===== config.mk =====
export PLATFORM = sky130hd
export DESIGN_NAME = first_fit_segment_allocator_flat
export DESIGN_NICKNAME = d
export VERILOG_FILES = /design/src/rtl/ffsa_pkg.sv /design/src/rtl/ffsa_if.sv /design/src/rtl/ffsa_ram.sv /design/src/rtl/first_fit_segment_allocator.sv /design/src/flat_wrapper.sv
export SDC_FILE = /design/constraint.sdc
export NUM_CORES = 2
export LEC_CHECK = 0
export BUFFER_PORTS_ARGS = -buffer_cell sky130_fd_sc_hd__buf_2
export CAP_MARGIN = 20
export CELL_PAD_IN_SITES_DETAIL_PLACEMENT = 1
export CELL_PAD_IN_SITES_GLOBAL_PLACEMENT = 1
export CORE_AREA = 2 2 443 445
export CTS_CLUSTER_SIZE = 8
export DETAILED_ROUTE_END_ITERATION = 7
export DIE_AREA = 0 0 445 447
export PLACE_DENSITY_LB_ADDON = 0.2
export SYNTH_ARGS = -nofsm -noshare
export SYNTH_HDL_FRONTEND = slang
export SYNTH_SLANG_ARGS = --single-unit
export TNS_END_PERCENT = 50

===== constraint.sdc =====
create_clock -name i_clk -period 6.2 [get_ports i_clk]
set_clock_uncertainty 0.2 [all_clocks]
set_input_delay 0.31 -clock i_clk [delete_from_list [all_inputs] [get_ports i_clk]]
set_output_delay 0.31 -clock i_clk [all_outputs]
set_load 0.02 [all_outputs]

===== src/rtl/ffsa_pkg.sv =====
`timescale 1ns / 1ps
`default_nettype none
package ffsa_pkg;

    localparam int ADDR_BITS = 16;

    typedef enum logic [2:0] {
        ST_OK       = 3'd0,
        ST_NOFIT    = 3'd1,
        ST_FULL     = 3'd2,
        ST_NOTFOUND = 3'd3,
        ST_ZERO     = 3'd4
    } t_status;

    localparam logic MODE_ALLOC = 1'b0;
    localparam logic MODE_FREE  = 1'b1;

    typedef enum logic [3:0] {
        S_IDLE,
        S_SCAN_RD,
        S_SCAN_CHK,
        S_SHIFT_RD,
        S_SHIFT_WR,
        S_CARVE,
        S_MRG_RD,
        S_MRG_CHK,
        S_CMP_RD,
        S_CMP_WR,
        S_DONE
    } t_state;

endpackage
`default_nettype wire


===== src/rtl/ffsa_if.sv =====
`timescale 1ns / 1ps
`default_nettype none
interface ffsa_in_if;
    logic                 valid;
    logic                 ready;
    logic                 mode;
    logic [15:0]          request_size;
    logic [15:0]          address;
    modport source (output valid, mode, request_size, address, input ready);
    modport sink   (input valid, mode, request_size, address, output ready);
endinterface

interface ffsa_out_if;
    logic        valid;
    logic        ready;
    logic [15:0] alloc_address;
    logic [2:0]  status;
    modport source (output valid, alloc_address, status, input ready);
    modport sink   (input valid, alloc_address, status, output ready);
endinterface

interface ffsa_cfg_if;
    logic        valid;
    logic        ready;
    logic [15:0] data;
    modport source (output valid, data, input ready);
    modport sink   (input valid, data, output ready);
endinterface
`default_nettype wire


===== src/rtl/ffsa_ram.sv =====
`timescale 1ns / 1ps
`default_nettype none
module ffsa_ram #(
    parameter int WIDTH = 8,
    parameter int DEPTH = 64
) (
    input  wire logic                     i_clk,
    input  wire logic                     i_we,
    input  wire logic [$clog2(DEPTH)-1:0] i_waddr,
    input  wire logic [WIDTH-1:0]         i_wdata,
    input  wire logic [$clog2(DEPTH)-1:0] i_raddr,
    output logic      [WIDTH-1:0]         o_rdata
);
    logic [WIDTH-1:0] r_mem [DEPTH];

    always_ff @(posedge i_clk) begin
        if (i_we) begin
            r_mem[i_waddr] <= i_wdata;
        end
        o_rdata <= r_mem[i_raddr];
    end
endmodule
`default_nettype wire


===== src/rtl/first_fit_segment_allocator.sv =====
`timescale 1ns / 1ps
`default_nettype none
// Channel   Dir  Beat payload
// s_in      in   mode, request_size, address
// m_out     out  alloc_address, status
// s_cfg     in   pool_size
//
// One item at a time: a scan reads and checks each entry visited, an allocate
// shift reads and writes each entry moved, and a free reads and writes each
// entry moved for each entry it absorbs; the segment RAM has one read port.
// Worst case is a free absorbing a table-long run of free entries.
// Reset and a pool_size write restore one free segment; no clearing pass.
// Output is held in a register until taken; no new item until then.
module first_fit_segment_allocator #(
    parameter int MAX_SEGMENTS = 64
) (
    input wire logic i_clk,
    input wire logic i_rst_n,
    ffsa_in_if.sink    s_in,
    ffsa_out_if.source m_out,
    ffsa_cfg_if.sink   s_cfg
);
    import ffsa_pkg::*;

    localparam int IW = $clog2(MAX_SEGMENTS);
    localparam int CW = $clog2(MAX_SEGMENTS + 1);
    localparam int EW = 2 * ADDR_BITS + 1;

    t_state r_state, n_state;
    logic [CW-1:0] r_count, n_count;
    logic [CW-1:0] r_idx, n_idx;   // scan / found entry
    logic [CW-1:0] r_k, n_k;       // shift / compact pointer
    logic          r_mode;
    logic [ADDR_BITS-1:0] r_req, r_addr;
    logic [ADDR_BITS-1:0] r_pool;
    logic [EW-1:0] r_hold, n_hold;  // entry held for merge/carve
    logic [15:0]   r_oaddr, n_oaddr;
    logic [2:0]    r_ost, n_ost;
    logic          r_ovalid, n_ovalid;

    logic          we;
    logic [IW-1:0] waddr, raddr;
    logic [EW-1:0] wdata, rdata;

    // entry layout {free, size, start}
    logic                 rd_free;
    logic [ADDR_BITS-1:0] rd_size, rd_start;
    assign rd_free  = rdata[EW-1];
    assign rd_size  = rdata[2*ADDR_BITS-1:ADDR_BITS];
    assign rd_start = rdata[ADDR_BITS-1:0];

    logic cfg_go;
    assign cfg_go      = s_cfg.valid && s_cfg.ready;
    assign s_cfg.ready = (r_state == S_IDLE) && !r_ovalid;
    assign s_in.ready  = (r_state == S_IDLE) && !r_ovalid && !s_cfg.valid;
    assign m_out.valid = r_ovalid;
    assign m_out.alloc_address = r_oaddr;
    assign m_out.status = r_ost;

    logic [CW-1:0] idx_w;
    assign idx_w = r_idx;

    always_comb begin
        n_state = r_state; n_count = r_count; n_idx = r_idx; n_k = r_k;
        n_hold = r_hold; n_oaddr = r_oaddr; n_ost = r_ost;
        n_ovalid = r_ovalid;
        if (m_out.valid && m_out.ready) n_ovalid = 1'b0;
        case (r_state)
            S_IDLE: begin
                if (s_in.valid && s_in.ready) begin
                    n_idx = '0;
                    n_oaddr = '0;
                    if (s_in.mode == MODE_ALLOC && s_in.request_size == 16'd0) begin
                        n_ost = ST_ZERO;
                        n_state = S_DONE;
                    end else begin
                        n_state = S_SCAN_RD;
                    end
                end
            end
            S_SCAN_RD: begin
                if (idx_w >= r_count) begin
                    n_ost = (r_mode == MODE_FREE) ? ST_NOTFOUND : ST_NOFIT;
                    n_state = S_DONE;
                end else begin
                    n_state = S_SCAN_CHK;
                end
            end
            S_SCAN_CHK: begin
                n_hold = rdata;
                if (r_mode == MODE_ALLOC) begin
                    if (rd_free && rd_size >= r_req) begin
                        if (r_count >= CW'(MAX_SEGMENTS)) begin
                            n_ost = ST_FULL;
                            n_state = S_DONE;
                        end else begin
                            n_k = r_count;
                            n_state = S_SHIFT_RD;
                        end
                    end else begin
                        n_idx = r_idx + 1'b1;
                        n_state = S_SCAN_RD;
                    end
                end else if (rd_start == r_addr) begin
                    n_hold = {1'b1, rd_size, rd_start};
                    n_state = S_MRG_RD;
                end else begin
                    n_idx = r_idx + 1'b1;
                    n_state = S_SCAN_RD;
                end
            end
            S_SHIFT_RD: begin
                if (r_k > idx_w + 1'b1) n_state = S_SHIFT_WR;
                else n_state = S_CARVE;
            end
            S_SHIFT_WR: begin
                n_k = r_k - 1'b1;
                n_state = S_SHIFT_RD;
            end
            S_CARVE: begin
                n_count = r_count + 1'b1;
                n_oaddr = 16'(r_hold[ADDR_BITS-1:0]);
                n_ost = ST_OK;
                n_state = S_DONE;
            end
            S_MRG_RD: begin
                if (idx_w + 1'b1 < r_count) n_state = S_MRG_CHK;
                else begin
                    n_ost = ST_OK;
                    n_state = S_DONE;
                end
            end
            S_MRG_CHK: begin
                if (rd_free) begin
                    n_hold[2*ADDR_BITS-1:ADDR_BITS] =
                        r_hold[2*ADDR_BITS-1:ADDR_BITS] + rd_size;
                    n_k = idx_w + 1'b1;
                    n_state = S_CMP_RD;
                end else begin
                    n_ost = ST_OK;
                    n_state = S_DONE;
                end
            end
            S_CMP_RD: begin
                if (r_k + 1'b1 < r_count) n_state = S_CMP_WR;
                else begin
                    n_count = r_count - 1'b1;
                    n_state = S_MRG_RD;
                end
            end
            S_CMP_WR: begin
                n_k = r_k + 1'b1;
                n_state = S_CMP_RD;
            end
            S_DONE: begin
                n_ovalid = 1'b1;
                n_state = S_IDLE;
            end
            default: n_state = S_IDLE;
        endcase
    end

    // RAM port control
    always_comb begin
        we = 1'b0; waddr = IW'(r_idx); wdata = r_hold; raddr = IW'(r_idx);
        case (r_state)
            S_IDLE: begin
                if (cfg_go) begin
                    we = 1'b1; waddr = '0;
                    wdata = {1'b1, ADDR_BITS'(s_cfg.data), ADDR_BITS'(0)};
                end
            end
            S_SHIFT_RD: raddr = IW'(r_k - 1'b1);
            S_SHIFT_WR: begin
                we = 1'b1; waddr = IW'(r_k); wdata = rdata;
            end
            S_CARVE: begin
                we = 1'b1; waddr = IW'(r_idx);
                wdata = {1'b0, r_req, r_hold[ADDR_BITS-1:0]};
            end
            S_MRG_RD: begin
                raddr = IW'(idx_w + 1'b1);
                we = 1'b1; waddr = IW'(r_idx); wdata = r_hold;
            end
            S_CMP_RD: raddr = IW'(r_k + 1'b1);
            S_CMP_WR: begin
                we = 1'b1; waddr = IW'(r_k); wdata = rdata;
            end
            default: ;
        endcase
    end

    // free remainder goes in above the carved entry during the DONE cycle
    logic rem_we;
    assign rem_we = (r_state == S_DONE) && (r_mode == MODE_ALLOC) && (r_ost == ST_OK);

    logic          we2;
    logic [IW-1:0] waddr2;
    logic [EW-1:0] wdata2;
    always_comb begin
        we2 = we; waddr2 = waddr; wdata2 = wdata;
        if (rem_we) begin
            we2 = 1'b1;
            waddr2 = IW'(idx_w + 1'b1);
            wdata2 = {1'b1, r_hold[2*ADDR_BITS-1:ADDR_BITS] - r_req,
                      r_hold[ADDR_BITS-1:0] + r_req};
        end
    end

    always_ff @(posedge i_clk) begin
        if (!i_rst_n) begin
            r_state <= S_IDLE;
            r_count <= CW'(1);
            r_ovalid <= 1'b0;
            r_pool <= ADDR_BITS'(16'hFFFF);
        end else begin
            r_state <= n_state;
            r_count <= cfg_go ? CW'(1) : n_count;
            r_ovalid <= n_ovalid;
            if (cfg_go) r_pool <= ADDR_BITS'(s_cfg.data);
        end
        r_idx <= n_idx; r_k <= n_k; r_hold <= n_hold;
        r_oaddr <= n_oaddr; r_ost <= n_ost;
        if (s_in.valid && s_in.ready) begin
            r_mode <= s_in.mode;
            r_req  <= ADDR_BITS'(s_in.request_size);
            r_addr <= ADDR_BITS'(s_in.address);
        end
    end

    // entry 0 after reset is rewritten on the first cycle out of reset
    logic r_init;
    always_ff @(posedge i_clk) begin
        if (!i_rst_n) r_init <= 1'b1;
        else r_init <= 1'b0;
    end

    logic          we_f;
    logic [IW-1:0] waddr_f;
    logic [EW-1:0] wdata_f;
    always_comb begin
        we_f = we2; waddr_f = waddr2; wdata_f = wdata2;
        if (r_init && !cfg_go) begin
            we_f = 1'b1; waddr_f = '0;
            wdata_f = {1'b1, r_pool, ADDR_BITS'(0)};
        end
    end

    ffsa_ram #(.WIDTH(EW), .DEPTH(MAX_SEGMENTS)) u_ram (
        .i_clk(i_clk), .i_we(we_f), .i_waddr(waddr_f), .i_wdata(wdata_f),
        .i_raddr(raddr), .o_rdata(rdata)
    );
endmodule
`default_nettype wire


===== src/flat_wrapper.sv =====
// flat-port wrapper written by rule: the top's interface ports become plain ports
module first_fit_segment_allocator_flat import ffsa_pkg::*;
#(
    parameter int MAX_SEGMENTS = 64
)
  (i_clk, i_rst_n, s_in_valid, s_in_mode, s_in_request_size, s_in_address, s_in_ready, m_out_valid, m_out_alloc_address, m_out_status, m_out_ready, s_cfg_valid, s_cfg_data, s_cfg_ready);
  ffsa_in_if s_in_i ();
  ffsa_out_if m_out_i ();
  ffsa_cfg_if s_cfg_i ();
  input wire logic i_clk;
  input wire logic i_rst_n;
  input wire logic [$bits(s_in_i.valid)-1:0] s_in_valid;
  input wire logic [$bits(s_in_i.mode)-1:0] s_in_mode;
  input wire logic [$bits(s_in_i.request_size)-1:0] s_in_request_size;
  input wire logic [$bits(s_in_i.address)-1:0] s_in_address;
  output wire logic [$bits(s_in_i.ready)-1:0] s_in_ready;
  output wire logic [$bits(m_out_i.valid)-1:0] m_out_valid;
  output wire logic [$bits(m_out_i.alloc_address)-1:0] m_out_alloc_address;
  output wire logic [$bits(m_out_i.status)-1:0] m_out_status;
  input wire logic [$bits(m_out_i.ready)-1:0] m_out_ready;
  input wire logic [$bits(s_cfg_i.valid)-1:0] s_cfg_valid;
  input wire logic [$bits(s_cfg_i.data)-1:0] s_cfg_data;
  output wire logic [$bits(s_cfg_i.ready)-1:0] s_cfg_ready;
  assign s_in_i.valid = s_in_valid;
  assign s_in_i.mode = s_in_mode;
  assign s_in_i.request_size = s_in_request_size;
  assign s_in_i.address = s_in_address;
  assign s_in_ready = s_in_i.ready;
  assign m_out_valid = m_out_i.valid;
  assign m_out_alloc_address = m_out_i.alloc_address;
  assign m_out_status = m_out_i.status;
  assign m_out_i.ready = m_out_ready;
  assign s_cfg_i.valid = s_cfg_valid;
  assign s_cfg_i.data = s_cfg_data;
  assign s_cfg_ready = s_cfg_i.ready;
  first_fit_segment_allocator #(.MAX_SEGMENTS(MAX_SEGMENTS)) u_core (.i_clk(i_clk), .i_rst_n(i_rst_n), .s_in(s_in_i), .m_out(m_out_i), .s_cfg(s_cfg_i));
endmodule

==> reports/qor.csv <==
stage,metric,value,unit
logic_synthesis,synth_edf_count,2211,
global_route,grt_max_degree,78,
clock_tree,clk_pin_slew,0.06,ns
cells_and_area,layout_common_cells,"edfxtp_1, nand2_1, nand3_1",
floorplanning,die_area,199000,sq um
setup_path,cp.depth,13,
setup_path,cp_max_fo,54,
global_route,overflow,0,
global_route,grt_pass1_vias,62500,
route,ant_nets,0,
logic_synthesis,synth_ff_type,edfxtp_1,
logic_synthesis,synthXorXnorAreaFrac,0.00670,
run,maxCapViolCount,0,
floorplanning,ios,76,
route,wl_per_cell,33.7,um
global_route,antenna_found_initial,9,
cells_and_area,fin_util,0.559,
sta,hold_ws,0.179,ns
logic_synthesis,synth_seq_cells,2273,
placement,hpwl,191000,um
floorplanning,num_rows,162,
placement,place_area,98200,sq um
route,drt_wl_total,321000,um
placement,place.gp.congestion,0.905,
sta,finalCritPeriodShare,0.930,
cells_and_area,final_common_cell,edfxtp_1,
clock_tree,worstSkewPairLatency,0.96,ns
logic_synthesis,synth_top_family_by_area,simple AND/OR/NAND/NOR gates,
setup_path,crit_buf_inv,4,
setup_path,crit_path_end_kind,register,
logic_synthesis,yosys.area.top_type,edfxtp_1,
setup_path,worstPathRequired,6.78,ns
setup_path,cpLargestDelayFamily,compound AO/OA/AOI/OAI gates,
sta,max_freq,0.173,GHz
sta,finalSetupTns,0,ns
route,route.met2.wl,149000,um
global_route,track_usage,0.320,
floorplanning,coreArea,194000,sq um
global_route,grt_first_pass_wirelength,456000,um
setup_path,slowest_delay,1.04,ns
pwr,p_per_area,423,nW/um^2
floorplanning,die_y,447,um
clock_tree,cts_buffers,335,
logic_synthesis,yosysWarnings,0,
clock_tree,clock_path_buffers,4,
outcome,outcome,"finished, final reports clean",
pwr,total_power,45.9,mW
clock_tree,numClockSinks,2273,
logic_synthesis,synth.area.top_cells,"edfxtp_1, nand2_1, mux4_2",
setup_path,start_kind,register,
min_path,min_path_type,primary input to register,
logic_synthesis,syn_inst,6377,
route,route.detailed.drc,0,
route,dr_wl_met3,29900,um
pwr,p_leak,37.5,nW
cells_and_area,num-nets-final,7004,
logic_synthesis,async_flop_share,0,
logic_synthesis,synth_area,92700,sq um
setup_path,worstRegToRegCells,13,
clock_tree,cts-root-buf,clkbuf_16,
cells_and_area,drive_gt1_frac,0.148,
logic_synthesis,ys_seq_area_frac,0.729,
route,routedLengthMet1,128000,um
setup_path,rrSetupSlack,0.43,ns
cells_and_area,syn2layout_area_growth,17.1,%
setup_path,arrival,6.34,ns
setup_path,crit_top_cell,a21oi_1,
cells_and_area,design_area,109000,sq um
logic_synthesis,postSynthNetCount,6531,
floorplanning,initial_core_util,0.478,
min_path,min_from,i_rst_n,
setup_path,crit_path_top_delay_cell,nor4_2,
route,dr.max_layer_used,met5,
clock_tree,htree_levels,5,
logic_synthesis,syn_avg_cell_area,14.5,sq um
sta,rsz0062_at_grt,no,
sta,worstMarginPinSlew,1.31,ns
clock_tree,cts_tree,built,
sta,slew_headroom,0.118,
setup_path,path_cells,inv_1 > ha_1 > or4_1 > a21oi_1 > o31a_2 > buf_12 > buf_12 > a21oi_1 > a21oi_1 > o22ai_1 > nor4_2 > buf_4 > nand3_1,
setup_path,critPathKind,register to register,
sta,fin_crit,5.77,ns
floorplanning,die_w,445,um
sta,drv_slew,0,
logic_synthesis,synthDominantCellAreaShare,0.716,
logic_synthesis,ys_types,92,
route,via_per_inst,6.42,
placement,io_buffers,75,
route,dr.pass1.iters,8,
pwr,ir_worst_vdd,0.357,mV
logic_synthesis,synthSimpleGateAreaFrac,0.110,
route,drtIter0Drc,8113,
sta,setup_viol,0,
setup_path,crit_path_start,u_core.r_k[1]$_DFFE_PP_,
cells_and_area,fillers,18200,
sta,hold_viol,0,
setup_path,r2r_end,u_core.u_ram.o_rdata[27]$_DFF_P_,
logic_synthesis,muxShareOfSynthArea,0.0593,
clock_tree,cts_setup_buffers,0,
setup_path,reg2reg_from,u_core.r_k[1]$_DFFE_PP_,
logic_synthesis,synthAdderAreaFrac,0.0138,
route,vias,61100,
logic_synthesis,synth_compound_area_frac,0.0603,
setup_path,crit_end,u_core.u_ram.o_rdata[27]$_DFF_P_,
[per-stage QoR]
step,setup WS [ns],std cells
6_report,0.434,9519
5_1_grt,0.415,9515
4_1_cts,0.596,9513
3_5_place_dp,0.658,8916
3_3_place_gp,0.585,8908
2_1_floorplan,0.231,6377
[routing by layer]
metal	vias up	GRT usage
met1	32000	0.448
met5	-	0
met3	553	0.0587
met2	3410	0.498
met4	4	0.133
li1	25100	-
[worst min-delay path by stage]
stage / to / depth (start not counted) / slack, ns
2_1_floorplan: u_core.r_addr[0]$_DFFE_PP_ / 0 / 0.21
3_3_place_gp: u_core.r_pool[7]$_SDFFE_PN1P_ / 2 / 0.25
3_5_place_dp: u_core.r_pool[10]$_SDFFE_PN1P_ / 2 / 0.26
4_1_cts: u_core.r_init$_DFF_P_ / 3 / 0.14
5_1_grt: u_core.r_init$_DFF_P_ / 3 / 0.19
6_report: u_core.r_init$_DFF_P_ / 3 / 0.18
[cells by family (layout without fill, tap and decap cells)]
group / after synthesis / in the layout
buf+inv: 415 / 1011
mux: 339 / 339
xor+xnor: 71 / 71
compound gates: 816 / 816
other cells: 0 / 4
flops: 2273 / 2273
fa+ha+maj: 100 / 100
simple gates: 2363 / 2363
[layout make-up]
class	instances	area, sq um	share of cell area
Timing Repair Buffer	495	4440	0.0409
Antenna cell	4	10.0	0.0000922
Tap cell	2542	3180	0.0293
Multi-Input combinational cell	3689	24100	0.222
Clock inverter	13	105	0.000968
Inverter	56	210	0.00194
Sequential cell	2273	67600	0.623
Clock buffer	447	8880	0.0817
[state kept, by name, summed over array words and instances, names as in the netlist, 16 cells and up]
| signal | count |
|---|---|
| u_core.u_ram.r_mem | 2112 |
| u_core.r_pool | 16 |
| u_core.r_hold | 33 |
| u_core.r_addr | 16 |
| u_core.m_out.alloc_address | 16 |
| u_core.u_ram.o_rdata | 33 |
| u_core.r_req | 16 |
[what timing repair did]
item                       CTS  global route
hold buffers               137             0
setup endpoints to repair    0             0
hold endpoints to repair   102             0
gates resized for setup      0             0
[cell usage after synthesis (16+ instances only)]
cell type and instances:
ha_1 96, clkbuf_1 117, inv_1 55, buf_4 24
a32oi_1 88, o21ai_0 96, nor2_1 139, edfxtp_1 2211
a211oi_1 65, buf_1 41, dfxtp_1 62, nand2b_1 20
a21oi_1 207, nor4_1 36, a32o_1 16, a21o_1 21
and2_1 28, o22ai_1 72, buf_2 167, o211ai_1 29
xnor2_1 46, a221oi_1 22, nand3_1 342, a31oi_1 73
and3_1 104, mux4_2 168, nand4_1 33, nor3_1 46
mux2i_1 171, nand2_1 1547, xor2_1 25
[report_power, final]
group / leakage [nW] / internal, mW / total [mW] / switching (mW)
Clock: 4.35 / 9.80 / 16.2 / 6.45
Sequential: 20.6 / 18.5 / 19.2 / 0.707
Combinational: 12.6 / 3.13 / 10.5 / 7.38
[worst register-to-register path, delay by kind of cell (launching register included)]
kind | cells | cell delay, ns
buffers and inverters | 4 | 1.05
AO/OA/AOI/OAI | 5 | 1.72
AND/OR/NAND/NOR | 3 | 1.57
flip-flops | 1 | 0.68
adder cells (fa/ha/maj) | 1 | 0.39
No activity file was read; power rests on OpenSTA's default activity.
